[config.mk]
export PLATFORM = sky130hd
export DESIGN_NAME = servo_command_byte_parser_top
export DESIGN_NICKNAME = d
export VERILOG_FILES = /design/src/rtl/scbp_pkg.sv /design/src/rtl/scbp_ram.sv /design/src/rtl/scbp_datapath.sv /design/src/rtl/scbp_ctrl.sv /design/src/rtl/servo_command_byte_parser_top.sv
export SDC_FILE = /design/constraint.sdc
export NUM_CORES = 1
export LEC_CHECK = 0
export ABC_AREA = 1
export BUFFER_PORTS_ARGS = -buffer_cell sky130_fd_sc_hd__buf_2
export CELL_PAD_IN_SITES_DETAIL_PLACEMENT = 1
export CELL_PAD_IN_SITES_GLOBAL_PLACEMENT = 2
export CORE_MARGIN = 2
export CORE_UTILIZATION = 36
export CTS_CLUSTER_SIZE = 25
export DETAILED_ROUTE_END_ITERATION = 16
export PLACE_DENSITY_LB_ADDON = 0.15
export SLEW_MARGIN = 10
export SYNTH_ARGS = -nofsm -noshare
export SYNTH_HDL_FRONTEND = slang
export SYNTH_HIERARCHICAL = 1
export SYNTH_SLANG_ARGS = --single-unit
[constraint.sdc]
create_clock -name clk -period 3 [get_ports clk]
set_clock_uncertainty 0.1 [all_clocks]
set_input_delay 0.75 -clock clk [delete_from_list [all_inputs] [get_ports clk]]
set_output_delay 0.75 -clock clk [all_outputs]
set_load 0.02 [all_outputs]
[src/rtl/scbp_pkg.sv]
`default_nettype none
// ----------------------------------------------------------------------------
// scbp_pkg
// Shared types and constants for the servo command byte parser.
// ----------------------------------------------------------------------------
package scbp_pkg;

  localparam int BufferBytes = 32;
  localparam int MaxLegs     = (BufferBytes - 1) / 3;
  localparam int LegAW       = (MaxLegs > 1) ? $clog2(MaxLegs) : 1;
  localparam int LegCW       = $clog2(MaxLegs + 1);
  localparam int LeftW       = $clog2(3 * MaxLegs + 1);
  localparam int RecvW       = $clog2(BufferBytes + 1);
  localparam int DataW       = 7;
  localparam int PosW        = 14;
  localparam int LegRamW     = 3 * DataW;
  localparam int MaxValidLeg = 5;
  localparam int OutDataW    = 32;
  localparam int CfgIdxW     = 2;

  localparam logic [CfgIdxW-1:0] CFG_MOVE  = 2'd0;
  localparam logic [CfgIdxW-1:0] CFG_QUERY = 2'd1;
  localparam logic [CfgIdxW-1:0] CFG_STOP  = 2'd2;
  localparam logic [CfgIdxW-1:0] CFG_ECHO  = 2'd3;

  typedef enum logic [1:0] {
    CMD_MOVE  = 2'd0,
    CMD_QUERY = 2'd1,
    CMD_STOP  = 2'd2,
    CMD_ECHO  = 2'd3
  } cmd_code_t;

  typedef enum logic [2:0] {
    KIND_MOVE  = 3'd0,
    KIND_QUERY = 3'd1,
    KIND_STOP  = 3'd2,
    KIND_ECHO  = 3'd3,
    KIND_ERROR = 3'd4
  } kind_t;

  typedef enum logic [1:0] {
    ERR_INTERRUPT = 2'd0,
    ERR_UNKNOWN   = 2'd1,
    ERR_STRAY     = 2'd2,
    ERR_OVERFLOW  = 2'd3
  } err_t;

  // follow-up action decided when a byte is applied
  typedef enum logic [2:0] {
    ACT_NONE  = 3'd0,
    ACT_STOP  = 3'd1,
    ACT_ERR1  = 3'd2,
    ACT_ERR2  = 3'd3,
    ACT_ERR3  = 3'd4,
    ACT_QUERY = 3'd5,
    ACT_ECHO  = 3'd6,
    ACT_LEGS  = 3'd7
  } act_t;

  typedef enum logic [1:0] {
    SEL_ERR0 = 2'd0,
    SEL_ACT  = 2'd1,
    SEL_LEG  = 2'd2
  } sel_t;

  typedef struct packed {
    logic load_byte;
    logic apply;
    logic emit;
    sel_t emit_sel;
    logic last;
    logic leg_clear;
    logic leg_read;
    logic leg_next;
  } dp_cmd_t;

  typedef struct packed {
    logic is_cmd;
    logic pending;
    logic act_next_none;
    act_t act;
    logic out_free;
    logic leg_last;
  } dp_status_t;

  typedef struct packed {
    kind_t            kind;
    logic [DataW-1:0] leg;
    logic             leg_invalid;
    logic [PosW-1:0]  position;
    logic [DataW-1:0] arg_byte;
    err_t             error_code;
    logic             last;
  } result_t;

endpackage

`default_nettype wire

[src/rtl/scbp_ram.sv]
`default_nettype none
// ----------------------------------------------------------------------------
// scbp_ram
// Generic single-write, single-read RAM with registered read data.
// ----------------------------------------------------------------------------
module scbp_ram #(
  parameter int WIDTH = 8,
  parameter int DEPTH = 16
) (
  input  wire logic                                     clk,
  input  wire logic                                     we,
  input  wire logic [((DEPTH > 1) ? $clog2(DEPTH) : 1)-1:0] waddr,
  input  wire logic [WIDTH-1:0]                         wdata,
  input  wire logic                                     re,
  input  wire logic [((DEPTH > 1) ? $clog2(DEPTH) : 1)-1:0] raddr,
  output logic      [WIDTH-1:0]                         rdata
);

  logic [WIDTH-1:0] mem [DEPTH];

  always_ff @(posedge clk) begin
    if (we) begin
      mem[waddr] <= wdata;
    end
    if (re) begin
      rdata <= mem[raddr];
    end
  end

endmodule

`default_nettype wire

[src/rtl/scbp_datapath.sv]
`default_nettype none
// ----------------------------------------------------------------------------
// scbp_datapath
// Code registers, parse state, leg store and output register of the parser.
// ----------------------------------------------------------------------------
module scbp_datapath (
  input  wire logic                          clk,
  input  wire logic                          rst,
  input  wire logic                          cfg_valid,
  input  wire logic [scbp_pkg::CfgIdxW-1:0]  cfg_index,
  input  wire logic [7:0]                    cfg_data,
  input  wire logic [7:0]                    in_byte,
  input  wire scbp_pkg::dp_cmd_t             cmd,
  output scbp_pkg::dp_status_t               st,
  output logic                               out_valid,
  input  wire logic                          out_ready,
  output scbp_pkg::result_t                  out_res
);
  import scbp_pkg::*;

  logic [7:0] move_code, query_code, stop_code, echo_code;
  logic [7:0] byte_q;
  cmd_code_t  cur, cur_next;
  logic [LeftW-1:0] bytes_left, left_next;
  logic [RecvW-1:0] bytes_received, recv_next;
  logic [DataW-1:0] arg_q;
  act_t act, act_next;
  logic [1:0] phase;
  logic [DataW-1:0] hold_leg, hold_high;
  logic [LegAW-1:0] wr_leg, leg_idx;
  logic [LegRamW-1:0] ram_rdata;
  logic ram_we;
  logic [DataW-1:0] data7;
  logic [8:0] triple;
  logic is_cmd, pending, move_body;
  result_t res;

  assign data7     = byte_q[DataW-1:0];
  assign triple    = {2'b00, data7} + {1'b0, data7, 1'b0};
  assign is_cmd    = byte_q[7];
  assign pending   = (bytes_left != '0);
  assign move_body = !is_cmd && pending && (cur == CMD_MOVE) && (bytes_received != '0);
  assign ram_we    = cmd.apply && move_body && (phase == 2'd2);

  always_ff @(posedge clk) begin
    if (rst) begin
      move_code  <= 8'd128;
      query_code <= 8'd129;
      stop_code  <= 8'd130;
      echo_code  <= 8'd131;
    end else if (cfg_valid) begin
      unique case (cfg_index)
        CFG_MOVE:  move_code  <= cfg_data;
        CFG_QUERY: query_code <= cfg_data;
        CFG_STOP:  stop_code  <= cfg_data;
        CFG_ECHO:  echo_code  <= cfg_data;
        default:   move_code  <= move_code;
      endcase
    end
  end

  always_comb begin
    act_next  = ACT_NONE;
    left_next = bytes_left;
    recv_next = bytes_received;
    cur_next  = cur;
    if (is_cmd) begin
      recv_next = '0;
      left_next = '0;
      if (byte_q == move_code) begin
        cur_next  = CMD_MOVE;
        left_next = LeftW'(1);
      end else if (byte_q == query_code) begin
        cur_next  = CMD_QUERY;
        left_next = LeftW'(1);
      end else if (byte_q == stop_code) begin
        cur_next = CMD_STOP;
        act_next = ACT_STOP;
      end else if (byte_q == echo_code) begin
        cur_next  = CMD_ECHO;
        left_next = LeftW'(1);
      end else begin
        cur_next = CMD_MOVE;
        act_next = ACT_ERR1;
      end
    end else if (pending) begin
      recv_next = bytes_received + RecvW'(1);
      if (cur == CMD_MOVE && bytes_received == '0) begin
        if (data7 > DataW'(MaxLegs)) begin
          left_next = '0;
          recv_next = '0;
          act_next  = ACT_ERR3;
        end else begin
          left_next = triple[LeftW-1:0];
        end
      end else begin
        left_next = bytes_left - LeftW'(1);
        if (bytes_left == LeftW'(1)) begin
          unique case (cur)
            CMD_MOVE:  act_next = ACT_LEGS;
            CMD_QUERY: act_next = ACT_QUERY;
            CMD_STOP:  act_next = ACT_STOP;
            CMD_ECHO:  act_next = ACT_ECHO;
            default:   act_next = ACT_NONE;
          endcase
        end
      end
    end else begin
      act_next = ACT_ERR2;
    end
  end

  always_ff @(posedge clk) begin
    if (rst) begin
      cur            <= CMD_MOVE;
      bytes_left     <= '0;
      bytes_received <= '0;
      act            <= ACT_NONE;
      phase          <= 2'd0;
      wr_leg         <= '0;
      leg_idx        <= '0;
      out_valid      <= 1'b0;
    end else begin
      if (cmd.apply) begin
        cur            <= cur_next;
        bytes_left     <= left_next;
        bytes_received <= recv_next;
        act            <= act_next;
        if (!is_cmd && pending && bytes_received == '0) begin
          phase  <= 2'd0;
          wr_leg <= '0;
        end else if (move_body) begin
          if (phase == 2'd2) begin
            phase  <= 2'd0;
            wr_leg <= wr_leg + LegAW'(1);
          end else begin
            phase <= phase + 2'd1;
          end
        end
      end
      if (cmd.leg_clear) begin
        leg_idx <= '0;
      end else if (cmd.leg_next) begin
        leg_idx <= leg_idx + LegAW'(1);
      end
      if (cmd.emit) begin
        out_valid <= 1'b1;
      end else if (out_ready) begin
        out_valid <= 1'b0;
      end
    end
  end

  always_ff @(posedge clk) begin
    if (cmd.load_byte) begin
      byte_q <= in_byte;
    end
    if (cmd.apply && !is_cmd && pending && bytes_received == '0) begin
      arg_q <= data7;
    end
    if (cmd.apply && move_body) begin
      if (phase == 2'd0) begin
        hold_leg <= data7;
      end
      if (phase == 2'd1) begin
        hold_high <= data7;
      end
    end
    if (cmd.emit) begin
      out_res <= res;
    end
  end

  scbp_ram #(
    .WIDTH(LegRamW),
    .DEPTH(MaxLegs)
  ) u_leg_ram (
    .clk  (clk),
    .we   (ram_we),
    .waddr(wr_leg),
    .wdata({hold_leg, hold_high, data7}),
    .re   (cmd.leg_read),
    .raddr(leg_idx),
    .rdata(ram_rdata)
  );

  always_comb begin
    res = '0;
    unique case (cmd.emit_sel)
      SEL_ERR0: begin
        res.kind       = KIND_ERROR;
        res.error_code = ERR_INTERRUPT;
      end
      SEL_ACT: begin
        case (act)
          ACT_STOP:  res.kind = KIND_STOP;
          ACT_ERR1: begin
            res.kind       = KIND_ERROR;
            res.error_code = ERR_UNKNOWN;
          end
          ACT_ERR2: begin
            res.kind       = KIND_ERROR;
            res.error_code = ERR_STRAY;
          end
          ACT_ERR3: begin
            res.kind       = KIND_ERROR;
            res.error_code = ERR_OVERFLOW;
          end
          ACT_QUERY: begin
            res.kind     = KIND_QUERY;
            res.arg_byte = arg_q;
          end
          ACT_ECHO: begin
            res.kind     = KIND_ECHO;
            res.arg_byte = arg_q;
          end
          default: res.kind = KIND_ERROR;
        endcase
      end
      SEL_LEG: begin
        res.kind        = KIND_MOVE;
        res.leg         = ram_rdata[LegRamW-1 -: DataW];
        res.leg_invalid = (ram_rdata[LegRamW-1 -: DataW] > DataW'(MaxValidLeg));
        res.position    = ram_rdata[PosW-1:0];
      end
      default: res.kind = KIND_ERROR;
    endcase
    res.last = cmd.last;
  end

  always_comb begin
    st               = '0;
    st.is_cmd        = is_cmd;
    st.pending       = pending;
    st.act_next_none = (act_next == ACT_NONE);
    st.act           = act;
    st.out_free      = !out_valid || out_ready;
    st.leg_last      = ((LegCW'(leg_idx) + LegCW'(1)) == arg_q[LegCW-1:0]);
  end

  a_emit_free: assert property (@(posedge clk) disable iff (rst)
    cmd.emit |-> (!out_valid || out_ready))
    else $error("result loaded over an untaken beat");

  a_leg_range: assert property (@(posedge clk) disable iff (rst)
    cmd.leg_read |-> (LegCW'(leg_idx) < arg_q[LegCW-1:0]))
    else $error("leg read past leg count");

  a_left_bound: assert property (@(posedge clk) disable iff (rst)
    bytes_left <= LeftW'(3 * MaxLegs))
    else $error("bytes left out of range");

  a_cmd_restart: assert property (@(posedge clk) disable iff (rst)
    (cmd.apply && is_cmd) |=> (bytes_received == '0))
    else $error("command byte did not restart receive count");

endmodule

`default_nettype wire

[src/rtl/scbp_ctrl.sv]
`default_nettype none
// ----------------------------------------------------------------------------
// scbp_ctrl
// Sequencer: accept a byte, report interruption, apply it, emit its results.
// ----------------------------------------------------------------------------
module scbp_ctrl (
  input  wire logic                 clk,
  input  wire logic                 rst,
  input  wire logic                 in_valid,
  output logic                      in_ready,
  input  wire scbp_pkg::dp_status_t st,
  output scbp_pkg::dp_cmd_t         cmd
);
  import scbp_pkg::*;

  typedef enum logic [7:0] {
    S_IDLE     = 8'b0000_0001,
    S_CHECK    = 8'b0000_0010,
    S_ERR_INT  = 8'b0000_0100,
    S_APPLY    = 8'b0000_1000,
    S_DISPATCH = 8'b0001_0000,
    S_EMIT_ONE = 8'b0010_0000,
    S_LEG_RD   = 8'b0100_0000,
    S_LEG_EMIT = 8'b1000_0000
  } state_t;

  state_t state, state_next;

  assign in_ready = (state == S_IDLE) && !rst;

  always_comb begin
    state_next   = state;
    cmd          = '0;
    cmd.emit_sel = SEL_ACT;
    unique case (state)
      S_IDLE: begin
        if (in_valid) begin
          cmd.load_byte = 1'b1;
          state_next    = S_CHECK;
        end
      end
      S_CHECK: begin
        state_next = (st.is_cmd && st.pending) ? S_ERR_INT : S_APPLY;
      end
      S_ERR_INT: begin
        if (st.out_free) begin
          cmd.emit     = 1'b1;
          cmd.emit_sel = SEL_ERR0;
          cmd.last     = st.act_next_none;
          state_next   = S_APPLY;
        end
      end
      S_APPLY: begin
        cmd.apply  = 1'b1;
        state_next = S_DISPATCH;
      end
      S_DISPATCH: begin
        if (st.act == ACT_NONE) begin
          state_next = S_IDLE;
        end else if (st.act == ACT_LEGS) begin
          cmd.leg_clear = 1'b1;
          state_next    = S_LEG_RD;
        end else begin
          state_next = S_EMIT_ONE;
        end
      end
      S_EMIT_ONE: begin
        if (st.out_free) begin
          cmd.emit   = 1'b1;
          cmd.last   = 1'b1;
          state_next = S_IDLE;
        end
      end
      S_LEG_RD: begin
        cmd.leg_read = 1'b1;
        state_next   = S_LEG_EMIT;
      end
      S_LEG_EMIT: begin
        if (st.out_free) begin
          cmd.emit     = 1'b1;
          cmd.emit_sel = SEL_LEG;
          cmd.last     = st.leg_last;
          cmd.leg_next = 1'b1;
          state_next   = st.leg_last ? S_IDLE : S_LEG_RD;
        end
      end
      default: state_next = S_IDLE;
    endcase
  end

  always_ff @(posedge clk) begin
    if (rst) begin
      state <= S_IDLE;
    end else begin
      state <= state_next;
    end
  end

  a_onehot: assert property (@(posedge clk) disable iff (rst)
    $onehot({cmd.load_byte, cmd.apply, cmd.emit, cmd.leg_read,
             !(cmd.load_byte || cmd.apply || cmd.emit || cmd.leg_read)}))
    else $error("more than one datapath action in a cycle");

  a_apply_after_check: assert property (@(posedge clk) disable iff (rst)
    cmd.apply |-> ($past(state) == S_CHECK || $past(state) == S_ERR_INT))
    else $error("byte applied without a check");

  a_read_then_emit: assert property (@(posedge clk) disable iff (rst)
    cmd.leg_read |=> (state == S_LEG_EMIT))
    else $error("leg read not followed by emit state");

endmodule

`default_nettype wire

[src/rtl/servo_command_byte_parser_top.sv]
`default_nettype none
// ----------------------------------------------------------------------------
// servo_command_byte_parser_top
// Parses a command byte stream and emits one beat per command result.
//
//   channel  dir  handshake               payload
//   s_axis   in   tvalid/tready           tdata: rx_byte
//   m_axis   out  tvalid/tready           tdata/tuser: result, tlast: last
//   cfg      in   cfg_valid/cfg_ready     cfg_index, cfg_data
//
// One byte at a time: a byte is loaded, checked, applied and dispatched. An
// interrupt error is emitted before the apply, any other result after the
// dispatch; a completed move emits each leg: leg store read, then output load.
// The result register frees the input side: a byte is taken while the last
// beat still waits. m_axis stalls hold the sequencer at its next beat.
// Synchronous reset; no clearing pass, the leg store needs none.
// ----------------------------------------------------------------------------
module servo_command_byte_parser_top (
  input  wire logic                                clk,
  input  wire logic                                rst,
  input  wire logic                                s_axis_tvalid,
  output logic                                     s_axis_tready,
  input  wire logic [7:0]                          s_axis_tdata,  // [7:0] rx_byte
  output logic                                     m_axis_tvalid,
  input  wire logic                                m_axis_tready,
  // [6:0] leg, [7] leg_invalid, [21:8] position, [28:22] arg_byte,
  // [30:29] error_code, [31] zero
  output logic [scbp_pkg::OutDataW-1:0]            m_axis_tdata,
  output logic [2:0]                               m_axis_tuser,  // [2:0] kind
  output logic                                     m_axis_tlast,
  input  wire logic                                cfg_valid,
  output logic                                     cfg_ready,
  input  wire logic [scbp_pkg::CfgIdxW-1:0]        cfg_index,
  input  wire logic [7:0]                          cfg_data
);
  import scbp_pkg::*;

  dp_cmd_t    cmd;
  dp_status_t st;
  result_t    res;

  assign cfg_ready = !rst;

  scbp_ctrl u_ctrl (
    .clk     (clk),
    .rst     (rst),
    .in_valid(s_axis_tvalid),
    .in_ready(s_axis_tready),
    .st      (st),
    .cmd     (cmd)
  );

  scbp_datapath u_datapath (
    .clk      (clk),
    .rst      (rst),
    .cfg_valid(cfg_valid),
    .cfg_index(cfg_index),
    .cfg_data (cfg_data),
    .in_byte  (s_axis_tdata),
    .cmd      (cmd),
    .st       (st),
    .out_valid(m_axis_tvalid),
    .out_ready(m_axis_tready),
    .out_res  (res)
  );

  assign m_axis_tdata = {1'b0, res.error_code, res.arg_byte, res.position,
                         res.leg_invalid, res.leg};
  assign m_axis_tuser = res.kind;
  assign m_axis_tlast = res.last;

endmodule

`default_nettype wire
==> summary.md <==
| Metric | Value |
|---|---|
| Yosys cell types | `42` |
| # hold bufs at CTS | `0` |
| Final setup fails | `0` |
| First-pass GRT wire length | `66.9 mm` |
| # diodes | `0` |
| Antenna Nets Post-Route | `0` |
| Initial antenna violation count | `0` |
| Synth Instances | `1,627` |
| # DRC | `0` |
| Inserted Clock Buffers | `42` |
| CTS HTree Levels | `2` |
| Clock latency on the worst-skew pair | `570 ps` |
| FILL cells | `4,971` |
| Main flop type after synthesis | `edfxtp_1` |
| Layout cells sized above 1 | `0.123` |
| Final period util | `0.857` |
| Synth area leader | `edfxtp_1` |
| Die height | `215 microns` |
| Crit path max fanout | `21` |
| Simple-gate share of the synthesized area | `0.211` |
| Vias in the first global route | `11,652` |
| Synthesis-to-finish area growth | `15.7%` |
| Register bit total from synthesis | `362` |
| Row Count | `77` |
| Avg Cell Area, Syn | `9.81 sq um` |
| Initial detailed-routing violation count | `577` |
| Largest net degree at the start of global routing | `106` |
| Max-Slew Margin vs Limit | `0.386` |
| Critical Path RT | `3170 ps` |
| CTS Root Buffer Type | `clkbuf_16` |
| Setup tns final | `0 ps` |
| CP endpoint kind | `register` |
| Tot Pwr | `11.8 mW` |
| Leak | `7.74 nW` |
| Total wire length | `42.7 mm` |
| GR Overflow Total | `0` |
| XOR/XNOR Fraction of Synth Area | `0.00933` |
| Max frequency | `389 MHz` |
| Die width | `215 microns` |
| TritonCTS clock tree | `yes` |
| Worst slew pin tran | `920 ps` |
| Vias per cell | `4.70` |
| Mux share of post-synthesis cell area | `0` |
| WHS Path Cells | `1` |
| Max clock buf depth | `3` |
| Initial Util | `0.363` |
| CP Launch Type | `register` |
| Global placement routability congestion | `0.799` |
| First-pass iteration count of the detailed router | `4` |
| Cts repair resizes | `0` |
| Core area | `43,900 sq um` |
| Min Tclk post-route | `2570 ps` |
| Area of the multi-input gates | `4460 sq um` |
| Net Count, Synth | `1,669` |
| Worst-path clk slew | `60 ps` |
| Drt wl/cell | `18.3 microns` |
| NumNets Final | `1,754` |
| Ports | `62` |
| Synth top cells by count | `nand2_1, edfxtp_1, inv_1` |
| DP Wirelength | `28.0 mm` |
| Hold Fails Final Rpt | `0` |
| RSZ-0062 raised after global routing | `false` |
| Sequential fraction of the synthesis area | `0.639` |
| Max-Cap Viols | `0` |
| Worst setup margin | `428 ps` |
| Post CTS Setup Buffer Count | `0` |
| Adder-Cell Fraction of Synth Area | `0.0154` |
| Critical Path AT | `2740 ps` |
| Number of synthesized flops with an enable pin | `295` |
| Yosys warns | `6` |
| Share of the synthesized area in the top cell type | `0.555` |
| CTS sink cnt | `362` |
| Worst vdd ir | `403 uV` |
| Place WS | `417 ps` |
| Worst R2R Path Depth | `14` |
| Crit path kind | `register to register` |
| Ys async rst share | `0` |
| DR vias | `10,983` |
| Status | `finished clean` |
| Final hold slack | `253 ps` |
| Synth area leaders | `edfxtp_1, nand2_1, dfxtp_1` |
| Utilization after layout | `0.420` |
| Post-synthesis compound-gate area fraction | `0.0424` |
| DIE AREA | `46,000 sq um` |
| Slew Limit Fails | `0` |
| Cell area after synthesis | `16,000 sq um` |
| GRT Resource Usage Total | `0.189` |
| FF/Latch Area | `10,200 sq um` |
| Largest family of logic cells by synthesized area | `simple AND/OR/NAND/NOR gates` |
| IO Port Bufs | `60` |
| Most instantiated library cell after synthesis | `nand2_1` |
| Pwr Density | `640 nW/um^2` |
| HP Class | `input pin to register` |
==> through the flow <==
stage               instances  instance area (sq um)
floorplan                1627                  16000
global placement         2260                  17100
detailed placement       2260                  17100
CTS                      2337                  18500
global route             2337                  18500
finish                   2337                  18500
==> final cells by class <==
class	count	area share
clock buffer	56	0.0598
clock inverter	21	0.0117
inverter	267	0.0547
multi-input combinational	942	0.242
sequential	362	0.553
tap	592	0.0401
timing repair buffer	97	0.0388
==> worst max-delay path: stages (launching register included) <==
cell	delay, ps
dfxtp_1	350
inv_1	80
ha_1	230
nand2_2	100
nor2_4	40
nand2_4	100
nand2_4	90
inv_4	90
o21ai_4	80
nor2_8	140
nand2_4	80
nor2_4	120
nand3_1	230
nor2_2	220
buf_12	220
==> layer usage <==
metal  wire, microns  global-route usage  vias up
met5               0                   0        -
met4            1120              0.0576        0
met3            1160              0.0299       61
met2           21800               0.345      107
met1           18600               0.228     5389
li1                -                   -     5426
==> report_power, final <==
part	switching [mW]	leakage (nW)	total (mW)	internal [mW]
clock network	2.08	0.636	4.94	2.87
registers	0.0778	3.20	5.66	5.58
logic	0.857	3.90	1.20	0.346
total	3.01	7.74	11.8	8.79
==> final timing paths <==
| check | endpoint | slack (ps) | from |
|---|---|---|---|
| worst min register to register | u_datapath/move_code[6]$_SDFFE_PP0P_ | 370 | u_datapath/move_code[6]$_SDFFE_PP0P_ |
| worst max-delay path | u_datapath/u_leg_ram/mem[0][18]$_DFFE_PP_ | 430 | u_datapath/bytes_left[0]$_SDFFE_PP0P_ |
| worst max register to register | u_datapath/u_leg_ram/mem[0][18]$_DFFE_PP_ | 430 | u_datapath/bytes_left[0]$_SDFFE_PP0P_ |
| worst min-delay path | u_datapath/byte_q[7]$_DFFE_PP_ | 250 | s_axis_tdata[7] |
==> logic make-up after synthesis <==
family                     count (synthesis)
AOI/OAI and AO/OA                        129
other                                      1
and+or+nand+nor                          776
buffers and inverters                    323
DFF                                      362
adders and majority gates                 19
xor gates and xnor gates                  17
==> flip-flops by register name, summed over array words and instances (netlist names), 8 cells and up <==
name	count
u_datapath/echo_code	8
u_datapath/out_res	35
u_datapath/u_leg_ram/rdata	21
u_datapath/u_leg_ram/mem	210
u_datapath/byte_q	8
u_datapath/stop_code	8
u_datapath/move_code	8
u_datapath/query_code	8
u_ctrl/state	8
==> cells in the final DEF, fill, tap and decap left out, types with 18 or more instances in the layout <==
cell,count
buf_4,26
o21ai_0,58
a21oi_1,54
nand3_1,156
buf_2,60
nor2_1,117
edfxtp_1,295
dfxtp_1,65
inv_1,248
ha_1,18
clkbuf_16,42
nand2_1,439
No activity file was read; power rests on OpenSTA's default activity.
